File: config.mk
export PLATFORM = sky130hd
export DESIGN_NAME = base32_stream_codec_unit
export DESIGN_NICKNAME = d
export VERILOG_FILES = /design/src/rtl/b32c_pkg.sv /design/src/rtl/b32c_front.sv /design/src/rtl/b32c_jobq.sv /design/src/rtl/b32c_back.sv /design/src/rtl/base32_stream_codec_unit.sv
export SDC_FILE = /design/constraint.sdc
export NUM_CORES = 1
export LEC_CHECK = 0
export ABC_AREA = 1
export ABC_CLOCK_PERIOD_IN_PS = 9200
export BUFFER_PORTS_ARGS = -buffer_cell sky130_fd_sc_hd__clkbuf_2
export CAP_MARGIN = 0
export CELL_PAD_IN_SITES_DETAIL_PLACEMENT = 0
export CELL_PAD_IN_SITES_GLOBAL_PLACEMENT = 2
export CORE_ASPECT_RATIO = 2
export CORE_UTILIZATION = 38
export CTS_CLUSTER_DIAMETER = 40
export DETAILED_ROUTE_END_ITERATION = 16
export GPL_ROUTABILITY_DRIVEN = 0
export PLACE_DENSITY_LB_ADDON = 0.05
export SKIP_LAST_GASP = 1
export SLEW_MARGIN = 20
export SYNTH_ARGS = -nofsm -noshare
export SYNTH_HDL_FRONTEND = slang
export SYNTH_SLANG_ARGS = --single-unit
File: constraint.sdc
create_clock -name clk -period 9.2 [get_ports clk]
set_input_delay 0.46 -clock clk [delete_from_list [all_inputs] [get_ports clk]]
set_output_delay 0.46 -clock clk [all_outputs]
set_load 0.02 [all_outputs]
File: src/rtl/b32c_pkg.sv
// Package: shared job type, constants and alphabet functions for the Base32 codec.
`default_nettype none
package b32c_pkg;

  localparam int unsigned JOBQ_DEPTH = 4;
  localparam logic [7:0] PAD_CHAR = 8'h3D;
  localparam logic [4:0] LETTER_COUNT = 5'd26;
  localparam logic [7:0] CHAR_A = 8'h41;
  localparam logic [7:0] DIGIT_OFS = 8'd24;  // '2' - 26
  localparam logic [7:0] CHAR_Z = 8'h5A;
  localparam logic [7:0] CHAR_2 = 8'h32;
  localparam logic [7:0] CHAR_7 = 8'h37;

  typedef enum logic {
    MODE_ENCODE = 1'b0,
    MODE_DECODE = 1'b1
  } mode_t;

  // One unit of work for the back end: data results first, then pad characters.
  typedef struct packed {
    logic [2:0][7:0] data;
    logic [1:0]      ndata;
    logic [2:0]      npad;
    logic            stopped;
    logic            last;
  } job_t;

  function automatic logic [7:0] sym_char(input logic [4:0] v);
    logic [7:0] ofs;
    ofs = (v < LETTER_COUNT) ? CHAR_A : DIGIT_OFS;
    return {3'b000, v} + ofs;
  endfunction

  // bit 5: character is in the alphabet, bits 4:0: its value
  function automatic logic [5:0] char_sym(input logic [7:0] c);
    logic [7:0] t;
    t = 8'd0;
    if (c >= CHAR_A && c <= CHAR_Z) begin
      t = c - CHAR_A;
      return {1'b1, t[4:0]};
    end else if (c >= CHAR_2 && c <= CHAR_7) begin
      t = c - DIGIT_OFS;
      return {1'b1, t[4:0]};
    end
    return 6'd0;
  endfunction

endpackage
`default_nettype wire

File: src/rtl/b32c_front.sv
// Front end: mode register, stream state, and per-item job formation.
`default_nettype none
module b32c_front
  import b32c_pkg::*;
(
  input  wire logic       clk,
  input  wire logic       rst_n,
  input  wire logic       cfg_we,
  input  wire logic       cfg_mode,
  input  wire logic       acc,
  input  wire logic [7:0] data_in,
  input  wire logic       stream_last,
  output job_t            job,
  output logic            job_we
);

  mode_t       mode_r;
  logic [11:0] buf_r, buf_nxt;
  logic [3:0]  bc_r, bc_nxt;
  logic [2:0]  gp_r, gp_nxt;
  logic        pbo_r, pbo_nxt;
  logic        halt_r, halt_nxt;

  // encode path
  logic [11:0] eb, ebuf1, ebuf2, ebufr, eflsh;
  logic [3:0]  ec, erem1, erem2, erem;
  logic [4:0]  es0, es1, esf;
  logic        etwo, eflush;
  logic [1:0]  ensym;
  logic [2:0]  egp, epad;
  logic [3:0]  ecap;

  // decode path
  logic [5:0]  sv;
  logic [11:0] db, db2, dpart, ppart;
  logic [3:0]  dc, dc2;
  logic [7:0]  dbyte;
  logic        dfull, dpbo2, dlast_part, stop_part;

  always_comb begin
    // encode
    eb    = {buf_r[3:0], data_in};
    ec    = {1'b0, bc_r[2:0]} + 4'd8;
    erem1 = ec - 4'd5;
    es0   = 5'(eb >> erem1);
    ebuf1 = eb & ((12'd1 << erem1) - 12'd1);
    etwo  = (erem1 >= 4'd5);
    erem2 = erem1 - 4'd5;
    es1   = 5'(ebuf1 >> erem2);
    ebuf2 = ebuf1 & ((12'd1 << erem2) - 12'd1);
    erem  = etwo ? erem2 : erem1;
    ebufr = etwo ? ebuf2 : ebuf1;
    eflsh = ebufr << (4'd5 - erem);
    esf   = eflsh[4:0];
    eflush = stream_last && (erem != 4'd0);
    ensym = (etwo ? 2'd2 : 2'd1) + {1'b0, eflush};
    egp   = gp_r + {1'b0, ensym};
    epad  = stream_last ? (3'd0 - egp) : 3'd0;
    ecap  = 4'd8 - {2'b00, ensym};
    if ({1'b0, epad} > ecap) epad = ecap[2:0];

    // decode
    sv    = char_sym(data_in);
    ppart = buf_r << (4'd8 - bc_r);
    stop_part = pbo_r && (bc_r != 4'd0) && (bc_r < 4'd8);
    db    = {buf_r[6:0], sv[4:0]};
    dc    = {1'b0, bc_r[2:0]} + 4'd5;
    dfull = (dc >= 4'd8);
    dbyte = 8'(db >> (dc - 4'd8));
    if (dfull) begin
      dc2   = dc - 4'd8;
      db2   = db & ((12'd1 << dc2) - 12'd1);
      dpbo2 = (db2 != 12'd0);
    end else begin
      dc2   = dc;
      db2   = db;
      dpbo2 = 1'b1;
    end
    dpart = db2 << (4'd8 - dc2);
    dlast_part = stream_last && dpbo2 && (dc2 != 4'd0) && (dc2 < 4'd8);

    job       = '0;
    job.last  = stream_last;
    buf_nxt   = buf_r;
    bc_nxt    = bc_r;
    gp_nxt    = gp_r;
    pbo_nxt   = pbo_r;
    halt_nxt  = halt_r;

    if (mode_r == MODE_ENCODE) begin
      job.data[0] = sym_char(es0);
      job.data[1] = sym_char(etwo ? es1 : esf);
      job.data[2] = sym_char(esf);
      job.ndata   = ensym;
      job.npad    = epad;
      buf_nxt     = ebufr;
      bc_nxt      = erem;
      gp_nxt      = egp;
    end else if (!halt_r) begin
      if (!sv[5]) begin
        job.data[0] = ppart[7:0];
        job.ndata   = {1'b0, stop_part};
        job.stopped = 1'b1;
        pbo_nxt     = 1'b0;
        halt_nxt    = 1'b1;
      end else begin
        job.data[0] = dfull ? dbyte : dpart[7:0];
        job.data[1] = dpart[7:0];
        job.ndata   = {1'b0, dfull} + {1'b0, dlast_part};
        buf_nxt     = db2;
        bc_nxt      = dc2;
        pbo_nxt     = dpbo2;
      end
    end

    if (stream_last) begin
      buf_nxt  = '0;
      bc_nxt   = '0;
      gp_nxt   = '0;
      pbo_nxt  = 1'b0;
      halt_nxt = 1'b0;
    end

    job_we = acc && ((job.ndata != 2'd0) || (job.npad != 3'd0));
  end

  always_ff @(posedge clk) begin
    if (!rst_n) begin
      mode_r <= MODE_ENCODE;
      buf_r  <= '0;
      bc_r   <= '0;
      gp_r   <= '0;
      pbo_r  <= 1'b0;
      halt_r <= 1'b0;
    end else if (cfg_we) begin
      mode_r <= mode_t'(cfg_mode);
      buf_r  <= '0;
      bc_r   <= '0;
      gp_r   <= '0;
      pbo_r  <= 1'b0;
      halt_r <= 1'b0;
    end else if (acc) begin
      buf_r  <= buf_nxt;
      bc_r   <= bc_nxt;
      gp_r   <= gp_nxt;
      pbo_r  <= pbo_nxt;
      halt_r <= halt_nxt;
    end
  end

  a_halt_only_decode: assert property (@(posedge clk) disable iff (!rst_n)
    halt_r |-> (mode_r == MODE_DECODE))
    else $error("decode halt set while encoding");

  a_bitcount_bound: assert property (@(posedge clk) disable iff (!rst_n)
    bc_r < 4'd8)
    else $error("pending bit count out of range");

endmodule
`default_nettype wire

File: src/rtl/b32c_jobq.sv
// Job queue: small register FIFO between the front end and the back end.
`default_nettype none
module b32c_jobq
  import b32c_pkg::*;
#(
  parameter int unsigned DEPTH = JOBQ_DEPTH
) (
  input  wire logic clk,
  input  wire logic rst_n,
  input  wire logic wr_en,
  input  job_t      wr_job,
  output logic      full,
  input  wire logic rd_en,
  output job_t      rd_job,
  output logic      rd_valid
);

  localparam int unsigned PW = (DEPTH > 1) ? $clog2(DEPTH) : 1;
  localparam int unsigned CW = $clog2(DEPTH + 1);
  localparam logic [PW-1:0] LAST_PTR = PW'(DEPTH - 1);

  job_t          q_r [DEPTH];
  logic [PW-1:0] wp_r, wp_nxt, rp_r, rp_nxt;
  logic [CW-1:0] cnt_r, cnt_nxt;
  logic          wr_ok, rd_ok;

  always_comb begin
    full     = (cnt_r == CW'(DEPTH));
    rd_valid = (cnt_r != '0);
    rd_job   = q_r[rp_r];
    wr_ok    = wr_en && !full;
    rd_ok    = rd_en && rd_valid;
    wp_nxt   = wr_ok ? ((wp_r == LAST_PTR) ? '0 : wp_r + 1'b1) : wp_r;
    rp_nxt   = rd_ok ? ((rp_r == LAST_PTR) ? '0 : rp_r + 1'b1) : rp_r;
    cnt_nxt  = cnt_r + CW'(wr_ok) - CW'(rd_ok);
  end

  always_ff @(posedge clk) begin
    if (wr_ok) q_r[wp_r] <= wr_job;
  end

  always_ff @(posedge clk) begin
    if (!rst_n) begin
      wp_r  <= '0;
      rp_r  <= '0;
      cnt_r <= '0;
    end else begin
      wp_r  <= wp_nxt;
      rp_r  <= rp_nxt;
      cnt_r <= cnt_nxt;
    end
  end

  a_cnt_bound: assert property (@(posedge clk) disable iff (!rst_n)
    cnt_r <= CW'(DEPTH))
    else $error("job queue overfilled");

  a_job_nonempty: assert property (@(posedge clk) disable iff (!rst_n)
    wr_ok |-> ((wr_job.ndata != 2'd0) || (wr_job.npad != 3'd0)))
    else $error("job with no results queued");

endmodule
`default_nettype wire

File: src/rtl/b32c_back.sv
// Back end: walks the head job, one result per cycle unless the output register stalls.
`default_nettype none
module b32c_back
  import b32c_pkg::*;
(
  input  wire logic       clk,
  input  wire logic       rst_n,
  input  job_t            job,
  input  wire logic       job_valid,
  output logic            job_done,
  output logic            empty,
  input  wire logic       pop,
  output logic [7:0]      data_out,
  output logic            run_last,
  output logic            stream_done,
  output logic            decode_stopped
);

  logic [2:0] idx_r, idx_nxt;
  logic       ov_r;
  logic [7:0] od_r;
  logic       orl_r, osd_r, ost_r;
  logic [3:0] total;
  logic       fin, adv;
  logic [7:0] res;

  always_comb begin
    total    = {2'b00, job.ndata} + {1'b0, job.npad};
    fin      = ({1'b0, idx_r} == (total - 4'd1));
    adv      = job_valid && (!ov_r || pop);
    res      = ({1'b0, idx_r} < {2'b00, job.ndata}) ? job.data[idx_r[1:0]] : PAD_CHAR;
    job_done = adv && fin;
    idx_nxt  = adv ? (fin ? 3'd0 : idx_r + 3'd1) : idx_r;
  end

  always_ff @(posedge clk) begin
    if (!rst_n) begin
      idx_r <= '0;
      ov_r  <= 1'b0;
    end else begin
      idx_r <= idx_nxt;
      if (adv) ov_r <= 1'b1;
      else if (pop) ov_r <= 1'b0;
    end
  end

  always_ff @(posedge clk) begin
    if (adv) begin
      od_r  <= res;
      orl_r <= fin;
      osd_r <= fin && job.last;
      ost_r <= job.stopped;
    end
  end

  assign empty          = !ov_r;
  assign data_out       = od_r;
  assign run_last       = orl_r;
  assign stream_done    = osd_r;
  assign decode_stopped = ost_r;

  a_idx_in_job: assert property (@(posedge clk) disable iff (!rst_n)
    job_valid |-> ({1'b0, idx_r} < total))
    else $error("result index past end of job");

endmodule
`default_nettype wire

File: src/rtl/base32_stream_codec_unit.sv
// Top level: streaming Base32 codec, front end + job queue + back end.
// Each job passes the job queue register before its results enter the output register.
// Throughput: one item per cycle while the job queue has room; one result per cycle while
//   the output is empty or popped, set by the single output register.
// An end-of-stream item may emit up to 8 results, one per cycle while they are popped.
// Reset (synchronous, rst_n low): mode returns to encode, stream state and queue clear.
`default_nettype none
module base32_stream_codec_unit
  import b32c_pkg::*;
#(
  parameter int unsigned JQ_DEPTH = JOBQ_DEPTH
) (
  input  wire logic       clk,
  input  wire logic       rst_n,
  input  wire logic       cfg_valid,
  output logic            cfg_ready,
  input  wire logic       cfg_mode,
  input  wire logic       push,
  output logic            full,
  input  wire logic [7:0] in_data_in,
  input  wire logic       in_stream_last,
  output logic            empty,
  input  wire logic       pop,
  output logic [7:0]      out_data_out,
  output logic            out_run_last,
  output logic            out_stream_done,
  output logic            out_decode_stopped
);

  job_t fr_job, hd_job;
  logic fr_we, hd_valid, hd_done, acc;

  assign cfg_ready = 1'b1;
  assign acc       = push && !full;

  b32c_front u_front (
    .clk         (clk),
    .rst_n       (rst_n),
    .cfg_we      (cfg_valid && cfg_ready),
    .cfg_mode    (cfg_mode),
    .acc         (acc),
    .data_in     (in_data_in),
    .stream_last (in_stream_last),
    .job         (fr_job),
    .job_we      (fr_we)
  );

  b32c_jobq #(.DEPTH(JQ_DEPTH)) u_jobq (
    .clk      (clk),
    .rst_n    (rst_n),
    .wr_en    (fr_we),
    .wr_job   (fr_job),
    .full     (full),
    .rd_en    (hd_done),
    .rd_job   (hd_job),
    .rd_valid (hd_valid)
  );

  b32c_back u_back (
    .clk            (clk),
    .rst_n          (rst_n),
    .job            (hd_job),
    .job_valid      (hd_valid),
    .job_done       (hd_done),
    .empty          (empty),
    .pop            (pop),
    .data_out       (out_data_out),
    .run_last       (out_run_last),
    .stream_done    (out_stream_done),
    .decode_stopped (out_decode_stopped)
  );

endmodule
`default_nettype wire

* After elaboration in Yosys (flattened, before gate mapping)
Memory sizes are Yosys's and may differ from the RTL's. A register that Yosys moved wholly into a read port is not among the register bits. Index checks and enable logic that the tools add are counted.
Word-level totals: memory bits (writable) 124, output and inout bits 14, word-level logic and storage cells 167, input bits 15, flip-flop bits (word level) 44, memories kept 1
Operators by class: reductions and logical operators 33, order comparisons 14, shifts and indexed selects 9, bitwise operators 4, eq/ne operators 8, mux-type cells 55, add/sub/neg operators 28
Memory list:
- u_jobq.q_r | depth 4, width 31, read ports 1, clocked after memory_dff 1, write ports 1, line b32c_jobq.sv:22 | job_t q_r [DEPTH];
Operators with widths (number):
- 12-bit 2-to-1 mux | 6
- 12-bit bitwise AND | 3
- 18-bit 2-to-1 mux | 2
- 1-bit by 4-bit left shift with 12-bit output, first input constant | 3
- 12-bit by 1-bit subtractor with 12-bit output, second input constant | 3
- 8-bit 2-to-1 mux | 4
- 5-bit by 8-bit adder with 8-bit output | 3
- 4-bit 2-to-1 mux | 6
- 12-bit by 4-bit left shift with 8-bit output | 2
- 12-bit by 4-bit >> shifter with 5-bit output | 2
- 7-bit 2-to-1 mux | 3
- 3-bit 2-to-1 mux | 6
- 6-bit 2-to-1 mux | 3
- 1-bit 2-to-1 mux | 17
- 8-bit binary-select mux with 2-bit select | 1
- 1-bit logical AND | 15
- 5-bit less-than comparator, second input constant | 3
- 12-bit nonzero test | 1
- 4-bit nonzero test | 3
- 12-bit by 4-bit left shift with 5-bit output | 1
- 12-bit by 4-bit >> shifter with 8-bit output | 1
- 10-bit 2-to-1 mux | 1
- 2-bit 2-to-1 mux | 5
- 8-bit by 6-bit >= comparator with 1-bit output, second input constant | 1
- 42 further kinds | 56

* Depth between registers and ports, before layout
Gate-level depths: netlist of run 1.
depth in word-level cells 21, gate-level depth with buffers 36, mapped depth without buffers 34

* Cells and area by module
From an unflattened synthesis of run 1, not the netlist that was laid out.
Second synthesis, totals: cells, all modules 1415, area, all modules 11158.2 µm²
By module, submodules not included:
- b32c_jobq | seq. area each 3903.7 µm², cells each 368, area each 5146.2 µm², times used 1
- b32c_front | seq. area each 360.3 µm², cells each 927, area each 5033.6 µm², times used 1
- b32c_back | seq. area each 410.4 µm², cells each 116, area each 957.2 µm², times used 1
- base32_stream_codec_unit | seq. area each 0.0 µm², cells each 4, area each 21.3 µm², times used 1

* Least setup slack after synthesis of run 1
No wires, ideal clock.
kind reg-to-reg, start register u_front.bc_r[0], end memory u_jobq.q_r[0][0] (netlist name), enable pin, arrival time 5.970 ns, slack 2.813 ns, data required time 8.783 ns, path buffers 4, library setup time 0.417 ns, cell stages (with the launch flop) 33, path through dfxtp_1 > buf_4 > inv_1 > buf_2 > clkbuf_1 > ha_1 > buf_2 > inv_1 > o21ai_2 > nand2_1 > o31ai_1 > inv_1 > ha_1 > inv_1 > ha_1 > inv_1 > fa_1 > ha_1 > nand2_1 > inv_1 > ha_1 > nand2_1 > o21ai_0 > nor2_1 > nand2_1 > inv_1 > nand2_1 > nand3_1 > nand3_1 > nor2_2 > nor2_4 > inv_2 > nor2_1
Between the ends: longest elaborated chain between the ends 20, elaborated cells on any way between the ends 45, those cells by class add/sub: 11; order compare: 5; shift: 1; mux: 12; bitwise: 1; reduce/logical: 15
RTL lines:
- from (decl) | line b32c_front.sv:19 | logic [3:0] bc_r, bc_nxt;
- from (signal assigned) | line b32c_front.sv:144 | bc_r <= bc_nxt;
- parallel branches: the longest is 15 deep, another holds 3-bit by 4-bit adder with 4-bit output
- 1-bit logical OR (*) | line b32c_front.sv:124 | job_we = acc && ((job.ndata != 2'd0) || (job.npad != 3'd0));
- 1-bit logical AND (*) | line b32c_front.sv:124
- 1-bit logical AND (*) | line b32c_jobq.sv:31 | wr_ok = wr_en && !full;
- named net u_jobq.wr_ok | line b32c_jobq.sv:25 | logic wr_ok, rd_ok;
- 1-bit 2-to-1 mux (*) | line b32c_jobq.sv:39 | if (wr_ok) q_r[wp_r] <= wr_job;
- 1-bit 2-to-1 mux (not written as such) (*) | line b32c_jobq.sv:39
- to (decl) | line b32c_jobq.sv:22
Mark *: on every way through the listed nets, which the timed path passes.

* Worst setup path after layout of run 1
start register u_front.bc_r[1], end memory u_jobq.q_r[0][18] (netlist name), enable pin
The elaborated chain is that of the path after synthesis.

==> results.md, run 1 <==
* Clock skew at 17.8 ps
* Final TNS setup at 0 ps
* Number of routed nets with antenna violations at 0
* Mapped cell area at between 0.01 and 0.015 mm^2
* Die area at 0.0288 mm^2
* Power Density at 262 mW/mm^2
* Filler cell count at 2865
* Kind of end point of the critical path: flip-flop
* Period utilization at 0.699
* Worst reg2reg startpoint: u_front.bc_r[1]
* Number of global-route vias before repair at 9477
* Max Cap Viol at 0
* Post-DP HPWL at 29200 um
* Total grt overflow at 0
* Peak Freq at 156 MHz
* Critical path launch point type: flip-flop
* CTS Hold Bufs at 0
* WS Path Type: flip-flop to flip-flop
* Placement Setup Slack at 2720 ps
* Drt pass-1 iters at 5
* Synth Net Count at 1428
* CTS tree: yes
* Yosys reg bits at ~160
* First-pass GRT wire length at 56600 um
* R2R depth at 28
* Busiest grt layer: met2
* Number of core rows at 86
* Clock Tree Root: clkbuf_16
* Die width at around 120 um
* Post-layout util at 0.424
* Worst slew pin tran at 1000 ps
* P&R area growth vs syn at 9.54%
* Hold Crit Depth at 3
* Clock buffer depth at 2
* IO Port Bufs at 27
* Synth Instances at 1359
* CP peak stage delay at 770 ps
* Overall power at 3.06 mW
* Number of synthesized flops with an enable pin at approximately 130
* Async S/R FF share, synth at 0
* Hold path start: cfg_mode
* Post-CTS setup buffer count at 0
* WHS at 268 ps
* # H-tree levels at 4
* Hold path endpoint: u_front.mode_r
* Placed Cells incl. Taps at 1693
* Worst endpoint required time at 9240 ps
* Unrepaired setup endpoints after global routing: no
* R2R setup slack at 2770 ps
* Data arrival, critical path at 6470 ps
* Synth area leader: edfxtp_1
* Via density at 5.45
* Final Critical Period at 6430 ps
* CTS Buf Count at 17
* Top cell type's share of synthesized area at 0.369
* Core Footprint at between 0.02 and 0.03 mm^2
* Worst relative slew slack at 0.329
* GR Util met3 at 0.0289
* Sink Count at 162
* Initial antenna violation count at 0
* Fin area at 0.0117 mm^2
* CP max FO at 30
* Peak supply drop at between 0.1 and 0.15 mV
* Slowest library cell on the worst path: nor2_4
* Worst reg2reg path endpoint: u_jobq.q_r[0][18]
* Die height at 239 um
* Layout Nets at 1429
* CP most frequent cell: inv_1
* IO Pins at 29
* Leak at 4.98 nW
* Layout cells sized above 1 at 0.104
* Drt initial violations at roughly 490
* Drt wl/cell at 21.6 um
* Via count at roughly 9400
* # setup viols final at 0
* Avg Inst Size Synth at roughly 7.8 um^2
* Final Hold Vio Count at 0
* Met1 Use GR at 0.245
* Gr usage total at 0.271
* Met2 usage at 0.529
* N_diodes at 0
* Routed Wire Length at 37200 um
* # resized after CTS at 0
* Status: finished, final reports clean
* Synth unique cells at 54
* Largest net degree at the start of global routing at 62
* Placed cell area at 0.0111 mm^2
* Post-synthesis sequential area ratio at 0.427
* Finished Layout Cells at 1725
* Synth Flop Type: edfxtp_1
* Synth warn at 0
* Synth area leaders: edfxtp_1 (37%), nand2_1 (11%), ha_1 (6.0%)
* Post-route DRC violation count at 0
* Initial Util at 0.387
* Worst-skew pair later-pin latency at 430 ps
* Clock Pin Slew Worst Setup and Hold Paths at 80 ps
* Final setup margin at 2770 ps
* Slew Limit Fails at 0
* Min-Delay Path Class: primary input to flip-flop
-- logic make-up (layout without fill, tap and decap cells) --
logic type	Yosys count	after routing	synth area share
DFF	162	162	0.427
buffers and inverters	221	235	0.0833
other	1	1	0.000352
and+or+nand+nor	643	643	0.267
adders and majority gates	54	54	0.0655
xor gates and xnor gates	11	11	0.00904
AOI/OAI and AO/OA	267	267	0.148
-- how the worst max path moves through the flow --
| stage | from | endpoint | depth (start not counted) |
|---|---|---|---|
| finish | u_front.bc_r[1] | u_jobq.q_r[0][18] | 28 |
| global route | u_front.bc_r[1] | u_jobq.q_r[0][29] | 28 |
| CTS | u_front.bc_r[1] | u_jobq.q_r[0][16] | 28 |
| detailed placement | u_front.bc_r[1] | u_jobq.q_r[0][11] | 28 |
| global placement | u_front.bc_r[1] | u_jobq.q_r[0][12] | 28 |
| floorplan | u_front.bc_r[0] | u_jobq.q_r[0][0] | 32 |
-- synth_stat cells, types with 7 or more instances --
cell,instances
nand2_1,306
inv_1,149
nor2_1,142
edfxtp_1,131
nand3_1,122
o21ai_0,115
a21oi_1,65
ha_1,51
clkbuf_1,38
dfxtp_1,31
nand4_1,18
o22ai_1,17
nand2_2,13
o211ai_1,11
a221oi_1,10
buf_2,10
inv_2,10
o221ai_1,10
nor3_1,8
o21ai_1,7
-- routing by layer --
layer	part of all wire	vias up
met4	0.089	0
li1	-	4601
met2	0.56	259
met3	0.025	112
met1	0.33	4436
met5	0	-
-- critical path, delay by kind of cell (launching register included) --
family                     cells  cell delay [ps]
adders and majority gates      6             2100
DFF                            1              420
buffers and inverters          8              980
and+or+nand+nor               11             1670
AOI/OAI and AO/OA              3              820
-- sequential cells by signal, summed over array words and instances, names as in the netlist, named ones only --
signal	flops
u_back.stream_done	1
u_jobq.q_r	120
u_back.ov_r	1
u_jobq.cnt_r	3
u_back.data_out	8
u_front.mode_r	1
u_jobq.wp_r	2
u_front.bc_r	4
u_front.pbo_r	1
u_back.idx_r	3
u_jobq.rp_r	2
u_front.buf_r	8
u_back.decode_stopped	1
u_back.run_last	1
u_front.gp_r	3
u_front.halt_r	1
-- power by group --
group / internal (mW) / switching, mW / leakage, nW
sequential: 0.999 / 0.0401 / 1.46
combinational: 0.395 / 0.932 / 3.23
clock: 0.383 / 0.307 / 0.286
-- layout by cell type, fill, tap and decap left out, types with 10 or more instances in the layout --
cell type	n
nand2_1	306
inv_1	149
nor2_1	138
edfxtp_1	131
nand3_1	122
o21ai_0	115
a21oi_1	65
ha_1	51
dfxtp_1	29
clkbuf_2	27
nand4_1	18
o22ai_1	17
clkbuf_16	17
buf_4	14
nand2_2	13
o211ai_1	11
inv_2	10
nor2_4	10
o221ai_1	10
a221oi_1	10
-- cell type report --
cell class | instances | area [um^2] | share of cell area
Multi-Input combinational cell | 976 | 5250 | 0.450
Sequential cell | 162 | 4560 | 0.390
Inverter | 162 | 613 | 0.0525
Tap cell | 352 | 440 | 0.0377
Clock buffer | 18 | 429 | 0.0368
Timing Repair Buffer | 41 | 240 | 0.0206
Clock inverter | 14 | 144 | 0.0123
(Power assumes the default switching activity.)
==> inputs of run 2 (changes only) <==
--- a/config.mk
+++ b/config.mk
@@ -6,7 +6,7 @@
 export NUM_CORES = 1
 export LEC_CHECK = 0
 export ABC_AREA = 1
-export ABC_CLOCK_PERIOD_IN_PS = 9200
+export ABC_CLOCK_PERIOD_IN_PS = 6670
 export BUFFER_PORTS_ARGS = -buffer_cell sky130_fd_sc_hd__clkbuf_2
 export CAP_MARGIN = 0
 export CELL_PAD_IN_SITES_DETAIL_PLACEMENT = 0
==> constraint.sdc (replaced) <==
create_clock -name clk -period 6.67 [get_ports clk]
set_input_delay 0.3335 -clock clk [delete_from_list [all_inputs] [get_ports clk]]
set_output_delay 0.3335 -clock clk [all_outputs]
set_load 0.02 [all_outputs]
==> run 2 against run 1 <==
Sequential share of layout area decreased by 0.25 points. Global-route usage is 0.12 points higher. Sequential power increased by 38%. Worst setup slack worse by 2200 ps. Die area is the same. Largest cell class unchanged. Maximum frequency up 4.9%. Cell count rose by 0.35%. Highest routed layer unchanged. Worst hold slack lost 130 ps.
==> results.md, run 2 (synthesis results as in run 1) <==
* Status: finished, final reports clean
* Highest-count cells in the layout ignoring fill and taps: nand2_1 (306), inv_1 (149), nor2_1 (138), edfxtp_1 (131), nand3_1 (122)
* Post-DP HPWL at 29000 um (-0.55%)
* Number of routed nets with antenna violations at 0 (unchanged)
* Via density at 5.43 (-0.49%)
* Met1 Use GR at 0.248 (+0.00393)
* Met2 usage at 0.527 (-0.00139)
* Largest Register: u_jobq.q_r
* Sink Count at 162 (unchanged)
* IO Port Bufs at 27 (unchanged)
* Placed cell area at 0.0111 mm^2 (+0.41%)
* Unrepaired setup endpoints after global routing: no
* Final Critical Period at 6130 ps (-300 ps)
* Multi-input gate area at 0.00526 mm^2 (+0.17%)
* Slew Limit Fails at 0 (unchanged)
* Routed Wire Length at 37100 um (-0.21%)
* Final Hold Vio Count at 0 (unchanged)
* IO Pins at 29 (unchanged)
* First-pass GRT wire length at 56900 um (+0.65%)
* Commonest non-fill, non-tap cell in the layout: nand2_1
* Clock skew at 9.39 ps (-8.44 ps)
* Min-Delay Path Class: primary input to flip-flop
* CTS tree: yes
* CP max FO at 30 (unchanged)
* Clock buffer depth at 2 (unchanged)
* Clock Pin Slew Worst Setup and Hold Paths at 70 ps (about the same)
* Worst endpoint required time at 6720 ps (-2520 ps)
* Busiest grt layer: met2
* Leak at 5.02 nW (+0.82%)
* P&R area growth vs syn at 10.3%
* Period utilization at 0.919 (+0.220)
* Core Footprint at 0.0275 mm^2 (unchanged)
* Gr usage total at 0.272 (+0.00124)
* Clock Tree Root: clkbuf_16
* CTS Buf Count at 17 (unchanged)
* Die height at 239 um (unchanged)
* Slowest library cell on the worst path: nor2_4
* Filler cell count at 2958 (+3.2%)
* Via count at 9394 (-0.15%)
* # setup viols final at 0 (unchanged)
* Final TNS setup at 0 ps (unchanged)
* Worst relative slew slack at 0.237 (-0.0930)
* Drt pass-1 iters at 5 (unchanged)
* Data arrival, critical path at 6170 ps (-300 ps)
* Kind of end point of the critical path: flip-flop
* Peak supply drop at 0.194 mV (+34%)
* Largest net degree at the start of global routing at 61 (-1.6%)
* Layout Nets at 1435 (+0.42%)
* Storage cell area at 0.00456 mm^2 (unchanged)
* Largest register FFs at 120 (unchanged)
* Peak Freq at 163 MHz (+4.9%)
* Initial Util at 0.387 (unchanged)
* Worst-skew pair later-pin latency at 430 ps (about the same)
* Initial antenna violation count at 0 (unchanged)
* CTS Hold Bufs at 0 (unchanged)
* Drt wl/cell at 21.4 um (-0.55%)
* WS Path Type: flip-flop to flip-flop
* Max Cap Viol at 0 (unchanged)
* # resized after CTS at 0 (unchanged)
* CP peak stage delay at 760 ps (about the same)
* Layout cells sized above 1 at 0.109 (+0.00462)
* Die width at 120 um (unchanged)
* GR Util met3 at 0.0313 (+0.00239)
* Number of core rows at 86 (unchanged)
* N_diodes at 0 (unchanged)
* Post-CTS setup buffer count at 0 (unchanged)
* Power Density at 362 mW/mm^2 (+38%)
* Die area at 0.0288 mm^2 (unchanged)
* Post-route DRC violation count at 0 (unchanged)
* CP most frequent cell: inv_1
* Critical path launch point type: flip-flop
* Number of global-route vias before repair at 9627 (+1.6%)
* Fin area at 0.0118 mm^2 (+0.65%)
* # H-tree levels at 4 (unchanged)
* Total grt overflow at 0 (unchanged)
* Drt initial violations at 546 (+12%)
* Worst slew pin tran at 1140 ps (+138 ps)
* Overall power at 4.26 mW (+39%)
## run 2: changes by cell type in the layout (fill, tap and decap cells not counted)
cell       delta
a31oi_2       -1
a31oi_4       +1
buf_4         +6
bufinv_16     +1
clkbuf_1      -1
clkinv_2      +1
clkinv_4      -1
## run 2: stage by stage
| stage | setup slack, ps | utilization | hold slack (ps) | cells |
|---|---|---|---|---|
| after floorplan | 283 | - | 432 | 1359 |
| after global placement | 641 | 0.405 | 452 | 1699 |
| after detailed placement | 515 | 0.405 | 466 | 1699 |
| after CTS | 494 | 0.426 | 127 | 1731 |
| after global routing | 66.6 | 0.427 | 148 | 1731 |
| final | 541 | 0.427 | 136 | 1731 |
## run 2: report_power, final
part	leakage, nW	internal, mW	switching (mW)
clock	0.299	0.564	0.427
combinational	3.26	0.549	1.28
sequential	1.46	1.38	0.0626
## run 2: routing by layer
metal  wire, um  share of wire  up-vias
met4       3270          0.088        0
met2      20600           0.56      219
met1      12400           0.33     4447
li1           -              -     4615
met3        803          0.022      113
met5          0              0        -
## run 2: worst paths after layout
| path | from | to | slack (ps) | depth (start not counted) |
|---|---|---|---|---|
| worst max register to register | u_front.bc_r[1] | u_jobq.q_r[3][18] | 540 | 27 |
| worst min register to register | u_front.gp_r[1] | u_front.gp_r[1] | 470 | 2 |
| worst max-delay path | u_front.bc_r[1] | u_jobq.q_r[3][18] | 540 | 27 |
| worst min-delay path | cfg_mode | u_front.mode_r | 140 | 3 |
## run 2: worst max-delay path: cells and delay by family, from the launching register on
kind	cells	cell delay, ps
AO/OA/AOI/OAI	2	510
flip-flops	1	510
adder cells (fa/ha/maj)	6	1890
buffers and inverters	8	920
AND/OR/NAND/NOR	10	1490
XOR/XNOR	1	390
## run 2: cell type report
type                    instances  share of cell area
well taps                     352              0.0375
clock inverters                15              0.0145
inverters                     162              0.0522
flip-flops and latches        162               0.388
multi-input cells             976               0.448
repair buffers                 47              0.0243
clock buffers                  17              0.0362
==> inputs of run 3 (changes only) <==
--- a/config.mk
+++ b/config.mk
@@ -16,7 +16,9 @@
 export CTS_CLUSTER_DIAMETER = 40
 export DETAILED_ROUTE_END_ITERATION = 16
 export GPL_ROUTABILITY_DRIVEN = 0
+export HOLD_SLACK_MARGIN = 0.06
 export PLACE_DENSITY_LB_ADDON = 0.05
+export RECOVER_POWER = 25
 export SKIP_LAST_GASP = 1
 export SLEW_MARGIN = 20
 export SYNTH_ARGS = -nofsm -noshare
==> run 3 against run 2 <==
The run now ends with max-capacitance violations, max-slew violations left. Non-clock buffer count unchanged. Die area unchanged. Cell count unchanged.
==> results.md, run 3 (synthesis results as in run 1) <==
* Status: finished, violations left
* Failing checks: max-capacitance violations, max-slew violations
* CP most frequent cell: inv_1
* IO Port Bufs at 27 (unchanged)
* Die height at 239 um (unchanged)
* Critical path launch point type: flip-flop
* Overall power at 4.24 mW (-0.51%)
* Leak at 4.95 nW (-1.4%)
* Highest-count cells in the layout ignoring fill and taps: nand2_1 (308), inv_1 (149), nor2_1 (139), edfxtp_1 (131), nand3_1 (123)
* Max Cap Viol at 3 (+3)
* Routed Wire Length at 37100 um (about the same)
* Largest register FFs at 120 (unchanged)
* Worst reg2reg startpoint: u_front.bc_r[1]
* Total grt overflow at 0 (unchanged)
* Peak supply drop at 0.193 mV (-0.56%)
* CTS Buf Count at 17 (unchanged)
* Number of core rows at 86 (unchanged)
* Top cell family by delay on the critical path: adder cells
* P&R area growth vs syn at 9.62%
* Clock Tree Root: clkbuf_16
* Worst slew pin tran at 1880 ps (+743 ps)
* Largest net degree at the start of global routing at 61 (unchanged)
* Gr usage total at 0.272 (unchanged)
* Drt wl/cell at 21.5 um (about the same)
* # H-tree levels at 4 (unchanged)
* Worst relative slew slack at -0.262 (-0.498)
* Data arrival, critical path at 6200 ps (+30 ps)
* Layout Nets at 1435 (unchanged)
* CTS tree: yes
* Layout cells sized above 1 at 0.0899 (-0.0189)
* Post-DP HPWL at 29000 um (unchanged)
* Worst endpoint required time at 6720 ps (about the same)
* Unrepaired setup endpoints after global routing: no
* Clock Pin Slew Worst Setup and Hold Paths at 70 ps (about the same)
* Multi-input gate area at 0.00523 mm^2 (-0.64%)
* Slowest library cell on the worst path: nor2_4
* # setup viols final at 0 (unchanged)
* N_diodes at 0 (unchanged)
* Worst-skew pair later-pin latency at 430 ps (about the same)
* IO Pins at 29 (unchanged)
* First-pass GRT wire length at 56900 um (unchanged)
* Via count at 9391 (-0.032%)
* Drt pass-1 iters at 5 (unchanged)
* Worst reg2reg path endpoint: u_jobq.q_r[0][7]
* Post-CTS setup buffer count at 0 (unchanged)
* CTS Hold Bufs at 0 (unchanged)
* Hold path start: cfg_mode
* CP max FO at 30 (unchanged)
* Storage cell area at 0.00456 mm^2 (unchanged)
* Path length in cells of the critical path at 27 (unchanged)
* Final Hold Vio Count at 0 (unchanged)
* Number of global-route vias before repair at 9627 (unchanged)
* Via density at 5.43 (about the same)
* Number of routed nets with antenna violations at 0 (unchanged)
* CP peak stage delay at 780 ps (+20 ps)
* Hold path endpoint: u_front.mode_r
* Peak Freq at 162 MHz (-0.45%)
* Die width at 120 um (unchanged)
* Final Critical Period at 6160 ps (+27.7 ps)
* Clock buffer depth at 2 (unchanged)
* Die area at 0.0288 mm^2 (unchanged)
* Drt initial violations at 524 (-4.0%)
* Largest Register: u_jobq.q_r
* Period utilization at 0.923 (+0.00416)
* Final TNS setup at 0 ps (unchanged)
* WS Path Type: flip-flop to flip-flop
* Worst path bufs/invs at 8 (unchanged)
* Filler cell count at 2968 (+0.34%)
* Sink Count at 162 (unchanged)
* R2R setup slack at 510 ps (-30 ps)
* Power Density at 363 mW/mm^2 (about the same)
* R2R depth at 27 (unchanged)
* Commonest non-fill, non-tap cell in the layout: nand2_1
* Hold Crit Depth at 3 (unchanged)
* Min-Delay Path Class: primary input to flip-flop
* Core Footprint at 0.0275 mm^2 (unchanged)
* Post-route DRC violation count at 0 (unchanged)
* Kind of end point of the critical path: flip-flop
* Initial Util at 0.387 (unchanged)
* Initial antenna violation count at 0 (unchanged)
* # resized after CTS at 0 (unchanged)
* Slew Limit Fails at 53 (+53)
* Clock skew at 9.30 ps (-0.0889 ps)
[run 3: cell types whose count changed in the layout (fill, tap and decap cells not counted), moves of 2 or more]
cell,previous run,this run
clkbuf_1,0,19
clkbuf_2,27,12
nand2_2,13,11
buf_4,20,16
nand2_1,306,308
[run 3: layout make-up]
type	instances	area share
Multi-Input combinational cell	976	0.447
Timing Repair Buffer	47	0.0215
Sequential cell	162	0.390
Tap cell	352	0.0377
Clock buffer	17	0.0364
Inverter	162	0.0525
Clock inverter	15	0.0146
[run 3: where the power goes]
group,internal [mW],switching (mW)
Sequential,1.38,0.0621
Combinational,0.532,1.28
Clock,0.564,0.425
Total,2.48,1.76
[run 3: worst max path at each step]
stage	start	end	slack [ps]
floorplan	u_front.bc_r[0]	u_jobq.q_r[0][0]	280
global placement	u_front.bc_r[2]	u_jobq.q_r[0][11]	640
detailed placement	u_front.bc_r[1]	u_jobq.q_r[3][7]	510
CTS	u_front.bc_r[1]	u_jobq.q_r[0][18]	490
global route	u_front.bc_r[1]	u_jobq.q_r[0][18]	60
finish	u_front.bc_r[1]	u_jobq.q_r[0][7]	510
[run 3: routing by layer]
layer / vias up / track usage / part of all wire
met4: 0 / 0.216 / 0.089
met3: 114 / 0.0313 / 0.024
met1: 4445 / 0.248 / 0.33
met2: 219 / 0.527 / 0.56
met5: - / 0 / 0
li1: 4613 / - / -
[run 3: worst reg2reg max path, stage by stage (launching register included)]
cell and delay [ps]:
dfxtp_1 500, inv_1 240, ha_1 410, xnor2_1 400, inv_1 220, o31ai_1 360, inv_1 80, ha_1 320
inv_1 120, ha_1 150, inv_1 40, fa_1 450, ha_1 280, nand2_1 90, inv_1 60, ha_1 290
nand2_1 50, o21ai_0 150, nor2_1 70, nand2_1 80, inv_1 60, nand2_1 50, nand3_1 80, nand3_1 110
nor2_2 60, nor2_4 130, inv_2 120, nor2_4 780
[run 3: through the flow]
stage                     instances  cell area [um^2]  hold WS [ps]   util  worst slack [ps]
final                          1731             11700           138  0.424               513
after floorplan                1359             10700           432      -               283
after detailed placement       1699             11100           466  0.405               515
after CTS                      1731             11700           127  0.426               494
after global placement         1699             11100           452  0.405               641
after global routing           1731             11700           148  0.424              56.6
